==> config.mk <==
export PLATFORM = sky130hd
export DESIGN_NAME = chip8_alu
export DESIGN_NICKNAME = d
export VERILOG_FILES = /design/src/rtl/core/chip8_pkg.sv /design/src/rtl/core/chip8_alu.sv
export SDC_FILE = /design/constraint.sdc
export NUM_CORES = 1
export LEC_CHECK = 0
export BUFFER_PORTS_ARGS = -buffer_cell sky130_fd_sc_hd__buf_4
export CORE_AREA = 4 4 90 58
export DETAILED_ROUTE_END_ITERATION = 10
export DIE_AREA = 0 0 94 62
export GPL_TIMING_DRIVEN = 0
export PLACE_DENSITY = 0.7
export SYNTH_ARGS = -nofsm -noshare
export SYNTH_HDL_FRONTEND = slang
export SYNTH_SLANG_ARGS = --single-unit
export TNS_END_PERCENT = 50
==> constraint.sdc <==
create_clock -name vclk -period 2
set_input_delay 0.2 -clock vclk [all_inputs]
set_output_delay 0.2 -clock vclk [all_outputs]
set_load 0.03 [all_outputs]
==> src/rtl/core/chip8_pkg.sv <==
// chip8_pkg: shared types, constants and the font table of the chip8 core
// used by chip8_alu and chip8_instruction_execute_core; no dependencies
`default_nettype none

package chip8_pkg;

    // sizes of the machine
    localparam int MEM_BYTES   = 4096;
    localparam int ADDR_W      = $clog2(MEM_BYTES);
    localparam int STACK_DEPTH = 16;
    localparam int STACK_IW    = $clog2(STACK_DEPTH);
    localparam int STACK_LW    = $clog2(STACK_DEPTH + 1);
    localparam int SCREEN_W    = 64;
    localparam int SCREEN_H    = 32;
    localparam int COL_W       = $clog2(SCREEN_W);
    localparam int ROW_W       = $clog2(SCREEN_H);
    localparam int NUM_REGS    = 16;
    localparam int FONT_BYTES  = 80;

    localparam logic [ADDR_W-1:0] FONT_BASE = 12'h050;
    localparam logic [ADDR_W-1:0] FONT_END  = 12'h0A0;
    localparam logic [ADDR_W-1:0] PC_RESET  = 12'h200;
    localparam logic [ADDR_W-1:0] ADDR_LAST = 12'hFFF;
    localparam logic [15:0]       I_LIMIT   = 16'h0FFF;
    localparam logic [15:0]       FONT_I    = 16'h0050;
    localparam logic [7:0]        HUNDRED   = 8'd100;
    localparam logic [7:0]        TEN       = 8'd10;
    localparam logic [3:0]        FLAG_REG  = 4'hF;

    // item modes
    typedef enum logic [1:0] {
        MODE_LOAD = 2'd0,
        MODE_EXEC = 2'd1,
        MODE_TICK = 2'd2,
        MODE_ROW  = 2'd3
    } t_mode;

    // result status codes
    typedef enum logic [1:0] {
        ST_OK    = 2'd0,
        ST_WAIT  = 2'd1,
        ST_OVER  = 2'd2,
        ST_UNDER = 2'd3
    } t_status;

    // opcode groups (top nibble)
    localparam logic [3:0] OP_SYS  = 4'h0;
    localparam logic [3:0] OP_JP   = 4'h1;
    localparam logic [3:0] OP_CALL = 4'h2;
    localparam logic [3:0] OP_SEI  = 4'h3;
    localparam logic [3:0] OP_SNEI = 4'h4;
    localparam logic [3:0] OP_SER  = 4'h5;
    localparam logic [3:0] OP_LDI  = 4'h6;
    localparam logic [3:0] OP_ADDI = 4'h7;
    localparam logic [3:0] OP_ALU  = 4'h8;
    localparam logic [3:0] OP_SNER = 4'h9;
    localparam logic [3:0] OP_LDIX = 4'hA;
    localparam logic [3:0] OP_JPV0 = 4'hB;
    localparam logic [3:0] OP_RND  = 4'hC;
    localparam logic [3:0] OP_DRW  = 4'hD;
    localparam logic [3:0] OP_KEY  = 4'hE;
    localparam logic [3:0] OP_MISC = 4'hF;

    // full or low-byte codes
    localparam logic [15:0] OP_CLS = 16'h00E0;
    localparam logic [15:0] OP_RET = 16'h00EE;
    localparam logic [7:0]  KEY_SKP  = 8'h9E;
    localparam logic [7:0]  KEY_SKNP = 8'hA1;
    localparam logic [7:0]  F_GETDT  = 8'h07;
    localparam logic [7:0]  F_WKEY   = 8'h0A;
    localparam logic [7:0]  F_SETDT  = 8'h15;
    localparam logic [7:0]  F_SETST  = 8'h18;
    localparam logic [7:0]  F_ADDI   = 8'h1E;
    localparam logic [7:0]  F_FONT   = 8'h29;
    localparam logic [7:0]  F_BCD    = 8'h33;
    localparam logic [7:0]  F_STORE  = 8'h55;
    localparam logic [7:0]  F_LOAD   = 8'h65;

    // 8XYN sub-codes
    localparam logic [3:0] A8_MOV = 4'h0;
    localparam logic [3:0] A8_OR  = 4'h1;
    localparam logic [3:0] A8_AND = 4'h2;
    localparam logic [3:0] A8_XOR = 4'h3;
    localparam logic [3:0] A8_ADD = 4'h4;
    localparam logic [3:0] A8_SUB = 4'h5;
    localparam logic [3:0] A8_SHR = 4'h6;
    localparam logic [3:0] A8_RSB = 4'h7;
    localparam logic [3:0] A8_SHL = 4'hE;

    // shared unit operations
    typedef enum logic [3:0] {
        ALU_PASS,
        ALU_OR,
        ALU_AND,
        ALU_XOR,
        ALU_ADD,
        ALU_SUB,
        ALU_RSUB,
        ALU_SHR,
        ALU_SHL
    } t_alu_op;

    typedef struct packed {
        logic [7:0] res;
        logic       flag;
        logic       eq;
        logic       ge;
    } t_alu_res;

    // sequencer states
    typedef enum logic [4:0] {
        S_CLR, S_IDLE, S_LOAD, S_TICK,
        S_F0, S_F1, S_F2, S_RX, S_RY, S_EX, S_WF,
        S_DR, S_DW, S_SR, S_SW, S_LR, S_LW,
        S_BH, S_BT, S_BO, S_DONE
    } t_state;

    localparam logic [7:0] FONT [FONT_BYTES] = '{
        8'hF0, 8'h90, 8'h90, 8'h90, 8'hF0, 8'h20, 8'h60, 8'h20, 8'h20, 8'h70,
        8'hF0, 8'h10, 8'hF0, 8'h80, 8'hF0, 8'hF0, 8'h10, 8'hF0, 8'h10, 8'hF0,
        8'h90, 8'h90, 8'hF0, 8'h10, 8'h10, 8'hF0, 8'h80, 8'hF0, 8'h10, 8'hF0,
        8'hF0, 8'h80, 8'hF0, 8'h90, 8'hF0, 8'hF0, 8'h10, 8'h20, 8'h40, 8'h40,
        8'hF0, 8'h90, 8'hF0, 8'h90, 8'hF0, 8'hF0, 8'h90, 8'hF0, 8'h10, 8'hF0,
        8'hF0, 8'h90, 8'hF0, 8'h90, 8'h90, 8'hE0, 8'h90, 8'hE0, 8'h90, 8'hE0,
        8'hF0, 8'h80, 8'h80, 8'h80, 8'hF0, 8'hE0, 8'h90, 8'h90, 8'h90, 8'hE0,
        8'hF0, 8'h80, 8'hF0, 8'h80, 8'hF0, 8'hF0, 8'h80, 8'hF0, 8'h80, 8'h80
    };

    // initial memory content at a given address
    function automatic logic [7:0] boot_byte(input logic [ADDR_W-1:0] a);
        logic [ADDR_W-1:0] off;
        off = a - FONT_BASE;
        if (a >= FONT_BASE && a < FONT_END) begin
            return FONT[off[6:0]];
        end
        return 8'h00;
    endfunction

endpackage

`default_nettype wire

==> src/rtl/core/chip8_alu.sv <==
// chip8_alu: shared 8-bit arithmetic, logic, shift and compare unit
// depends on chip8_pkg
`default_nettype none

module chip8_alu (
    input  wire chip8_pkg::t_alu_op  i_op,
    input  wire logic [7:0]          i_a,
    input  wire logic [7:0]          i_b,
    output chip8_pkg::t_alu_res      o_res
);

    logic [8:0] sum;

    assign sum = {1'b0, i_a} + {1'b0, i_b};

    // result and flag per operation
    always_comb begin
        o_res.eq = (i_a == i_b);
        o_res.ge = (i_a >= i_b);
        unique case (i_op)
            chip8_pkg::ALU_PASS: begin
                o_res.res  = i_b;
                o_res.flag = 1'b0;
            end
            chip8_pkg::ALU_OR: begin
                o_res.res  = i_a | i_b;
                o_res.flag = 1'b0;
            end
            chip8_pkg::ALU_AND: begin
                o_res.res  = i_a & i_b;
                o_res.flag = 1'b0;
            end
            chip8_pkg::ALU_XOR: begin
                o_res.res  = i_a ^ i_b;
                o_res.flag = 1'b0;
            end
            chip8_pkg::ALU_ADD: begin
                o_res.res  = sum[7:0];
                o_res.flag = sum[8];
            end
            chip8_pkg::ALU_SUB: begin
                o_res.res  = i_a - i_b;
                o_res.flag = (i_a > i_b);
            end
            chip8_pkg::ALU_RSUB: begin
                o_res.res  = i_b - i_a;
                o_res.flag = (i_b > i_a);
            end
            chip8_pkg::ALU_SHR: begin
                o_res.res  = {1'b0, i_a[7:1]};
                o_res.flag = i_a[0];
            end
            chip8_pkg::ALU_SHL: begin
                o_res.res  = {i_a[6:0], 1'b0};
                o_res.flag = i_a[7];
            end
            default: begin
                o_res.res  = i_b;
                o_res.flag = 1'b0;
            end
        endcase
    end

endmodule

`default_nettype wire

Word level (Yosys, flattened, before mapping)
Cells that the tools add are included.
{"block": "word_totals", "ff_bits": 0, "in_bits": 20, "output_inout_bits": 11, "word_cells": 19}
{"block": "classes", "addsub": 3, "n_lt_le_gt_ge": 3, "n_eq_ne": 9, "n_mux": 1, "bitwise": 3}
{"cell": "$pmux W9 S8", "count": 1}
{"cell": "$eq A4 B3 Y1 const B", "count": 4}
{"cell": "$gt A8 B8 Y1", "count": 2}
{"cell": "$sub A8 B8 Y8", "count": 2}
{"cell": "$add A8 B8 Y9", "count": 1}
{"cell": "$and A8 B8 Y8", "count": 1}
{"cell": "$eq A4 B2 Y1 const B", "count": 2}
{"cell": "$eq A8 B8 Y1", "count": 1}
{"cell": "$ge A8 B8 Y1", "count": 1}
{"cell": "$or A8 B8 Y8", "count": 1}
{"cell": "$xor A8 B8 Y8", "count": 1}
{"cell": "$eq A4 B1 Y1 const B", "count": 1}
{"cell": "$eq A4 B4 Y1 const B", "count": 1}

Longest topological paths before layout
{"block": "logic_depth", "word_depth": 2, "depth_mapped": 10}

Least setup slack after synthesis
OpenSTA, ideal clock, no wires.
{"block": "synth_path", "path_kind": "input to output", "startpoint": "in i_a[4]", "endpoint": "out o_res[10] (netlist name)", "t_arrival_ps": 2108, "t_required_ps": 1800, "slack_ps": -308, "stages": 9, "n_path_buf": 1, "cell_sequence": "inv_1 -> ha_1 -> buf_2 -> nor2_1 -> a221o_1 -> o31ai_1 -> a21oi_1 -> nand3b_1 -> a31oi_1"}
{"element": "start, declared", "line_no": "chip8_alu.sv:7", "text": "input wire logic [7:0] i_a,"}
{"element": "end, declared", "line_no": "chip8_alu.sv:9", "text": "output chip8_pkg::t_alu_res o_res"}

==> results.md <==
- The post-synthesis instance total is about 300.
- The last weighted congestion value of the routability-driven placer is 0.986.
- The die span in y is about 62 um.
- Walking the worst path, the cells encountered are buf_12, clkinvlp_4, ha_4, o21bai_4, a21oi_2, o21bai_2, a2111oi_4, a311oi_2, a31oi_2, buf_6.
- The floorplan die area is between 0.005 and 0.006 mm2.
- The total iterations of the first detailed-routing run is 7.
- Measured on the finished design, the core utilization comes to around three quarters.
- The first global-routing pass estimated 13,500 um of wire.
- The hold slack is approximately 0.8 ns.
- The number of antenna violations at the first check in global routing is 0.
- The highest clock frequency the design can meet is around 0.44 GHz.
- The number of hold-slack violations in the final timing report is 0.
- STA puts the critical path data arrival time at 2.06 ns.
- The final layout contains about 420 nets.
- The initial cell density of the core is between 40 and 50%.
- In the finished design, the share of the clock period the worst path needs comes to 113%.
- The final setup violation count is 9.
- The number of clock buffers in the layout is 0.
- The run finished, with violations left.
- The ratio of total power to cell area is 304 mW/mm2.
- The sort of element at the start of the critical path is a primary input.
- Max-cap violations in this run came to 0.
- VDD sags by at most roughly 0.17 mV.
- The checks that failed: setup timing.
- The synthesized netlist net count is between 300 and 400.
- The family with the most delay on the worst path is compound AO/OA/AOI/OAI gates.
- The largest fanout of any net on the critical path is 4.
- The number of routed nets with antenna violations is 0.
- The per-cell via count in the routed design is a little under 7.
- Registers take 0 um2.
- From left edge to right edge, the die measures about 94 um.
- Headroom to the max-slew limit came out at a little over half.
- The share of the Yosys chip area taken by registers is 0%.
- The synthesized netlist contains slightly below 70 unique library cells.
- Of the cells placed in the final design, the portion with a size suffix greater than 1 is about 49%.
- The master of the slowest instance on the critical path is a2111oi_4.
- The critical path is of the primary input to primary output type.
- The area of the core is around 0.0044 mm2.
- The number of synthesis warnings is 0.
- The repair_antennas step left the layout with diodes totalling 0.
- The number of slew-limit violations in the final report is 0.
- For this run, the slowest stage of the critical path takes around 0.38 ns.
- The via count of the first global-routing pass is roughly 2,500.
- The share of synthesized area in the top cell type comes to 20.6%.
- The worst hold path class is primary input to primary output.
- In the post-route analysis, the smallest setup slack over all paths is -0.263 ns.
- The routed layout has roughly 2,900 vias.
- The final routed wire length divided by cell count is roughly 22 um.
- The pin count of the biggest net entering global routing is 11.
- After detailed routing, the number of remaining DRC violations is 0.
- The HPWL after detailed placement is around 6200 um.
- For this run, the total global-route usage over all layers was measured as 29.7%.
- The routed design has 9410 um of wire.
- The starting DRC count in detailed routing is approximately 590.
- The number of top-level pins is 31.
- Setup repair after global routing could not meet its margin everywhere.
- The critical path contains buffers and inverters numbering 3 combined.
- The count of standard-cell rows is 19.
- The design has 0 sequential cells.
- For the pin with the worst max-slew slack, the measured transition is 0.703 ns.
- By area the synthesized netlist is led by ha_1, a21oi_1, nor2_1.
- The worst setup path is captured at a primary output.
- A synthesized cell averages 7.12 um2.
- The required time of the critical path is around 1.8 ns.
- The largest area contributor in the netlist is ha_1.
- The area overhead of the layout relative to synthesis is 57.4%.
- Summed over all cells, the static leakage comes to roughly 0.0014 uW.
- The worst path in the final design needs a cycle of between 2 and 2.5 ns, including I/O delays and setup.
- Global routing finished with a remaining overflow of 0.
- The pre-CTS worst setup slack is -0.607 ns.
- For the final routed database, the setup TNS stands at -1.73 ns.
- The count of buffers from port buffering is 31.
- Power comes to between 1000 and 1500 uW.
- The cell area after synthesis is 0.00213 mm2.
==> cells in the final DEF, fill, tap and decap left out, types with 4 or more instances in the layout <==
cell type    n
buf_2        7
nor2_1      24
a21oi_2     10
inv_4        5
inv_1        8
inv_2        6
o21ai_2      4
buf_4       50
buf_8        5
mux2i_1      6
nand2_1     16
nand3_1      7
nand2b_1     4
nor3_1       4
clkinvlp_4   4
o21ai_0     14
ha_4         9
buf_6       10
ha_1        24
a21oi_1     18
o22ai_1      4
buf_12       6
==> final timing paths <==
check / start / slack (ns) / end / cells past startpoint
max: i_b[1] / -0.26 / o_res[8] / 10
min: i_a[1] / 0.79 / o_res[5] / 4
==> Yosys cell counts (4+ instances only) <==
master / count
a21oi_1: 30
a22oi_1: 4
buf_2: 9
ha_1: 35
inv_1: 24
mux2i_1: 6
nand2_1: 19
nand2b_1: 5
nand3_1: 8
nor2_1: 27
nor2b_1: 4
nor3_1: 5
nor3b_1: 4
o21ai_0: 20
o21bai_1: 5
o22ai_1: 5
==> kinds of logic after synthesis <==
kind of cell / count (synthesis) / share of synthesized area, %
buf+inv: 43 / 9.23
mux: 8 / 4.41
xor+xnor: 4 / 1.65
simple gates: 101 / 27.9
compound gates: 105 / 33.4
fa+ha+maj: 38 / 23.4
==> metal layers <==
metal  up-vias  global-route usage [%]  wire length, um
met1      1334                    41.7             3790
met4         0                    4.12              419
li1       1241                       -                -
met5         -                       0                0
met3        69                    7.22             1300
met2       265                    47.8             3900
==> layout make-up <==
class                      count  area (um2)
tap                           63        78.8
inverter                      26         143
timing repair buffer          64         597
buffer                        17         148
multi-input combinational    256        2380
fill                         328        1070
==> report_power, final <==
part           switching (uW)  internal [uW]
Clock                       0              0
Sequential                  0              0
Combinational             569            448
==> repair_timing <==
item | CTS | global route
pin swaps | 32 | 33
setup endpoints to repair | 11 | 11
cloned | 0 | 0
setup buffers | 21 | 12
hold buffers | 0 | 0
gates resized for setup | 92 | 59
==> through the flow <==
step | area, um2 | cells
finish | 3350 | 426
global route | 3350 | 426
CTS | 3020 | 414
detailed placement | 2500 | 393
global placement | 2500 | 393
floorplan | 2190 | 299
(Power assumes the default switching activity.)
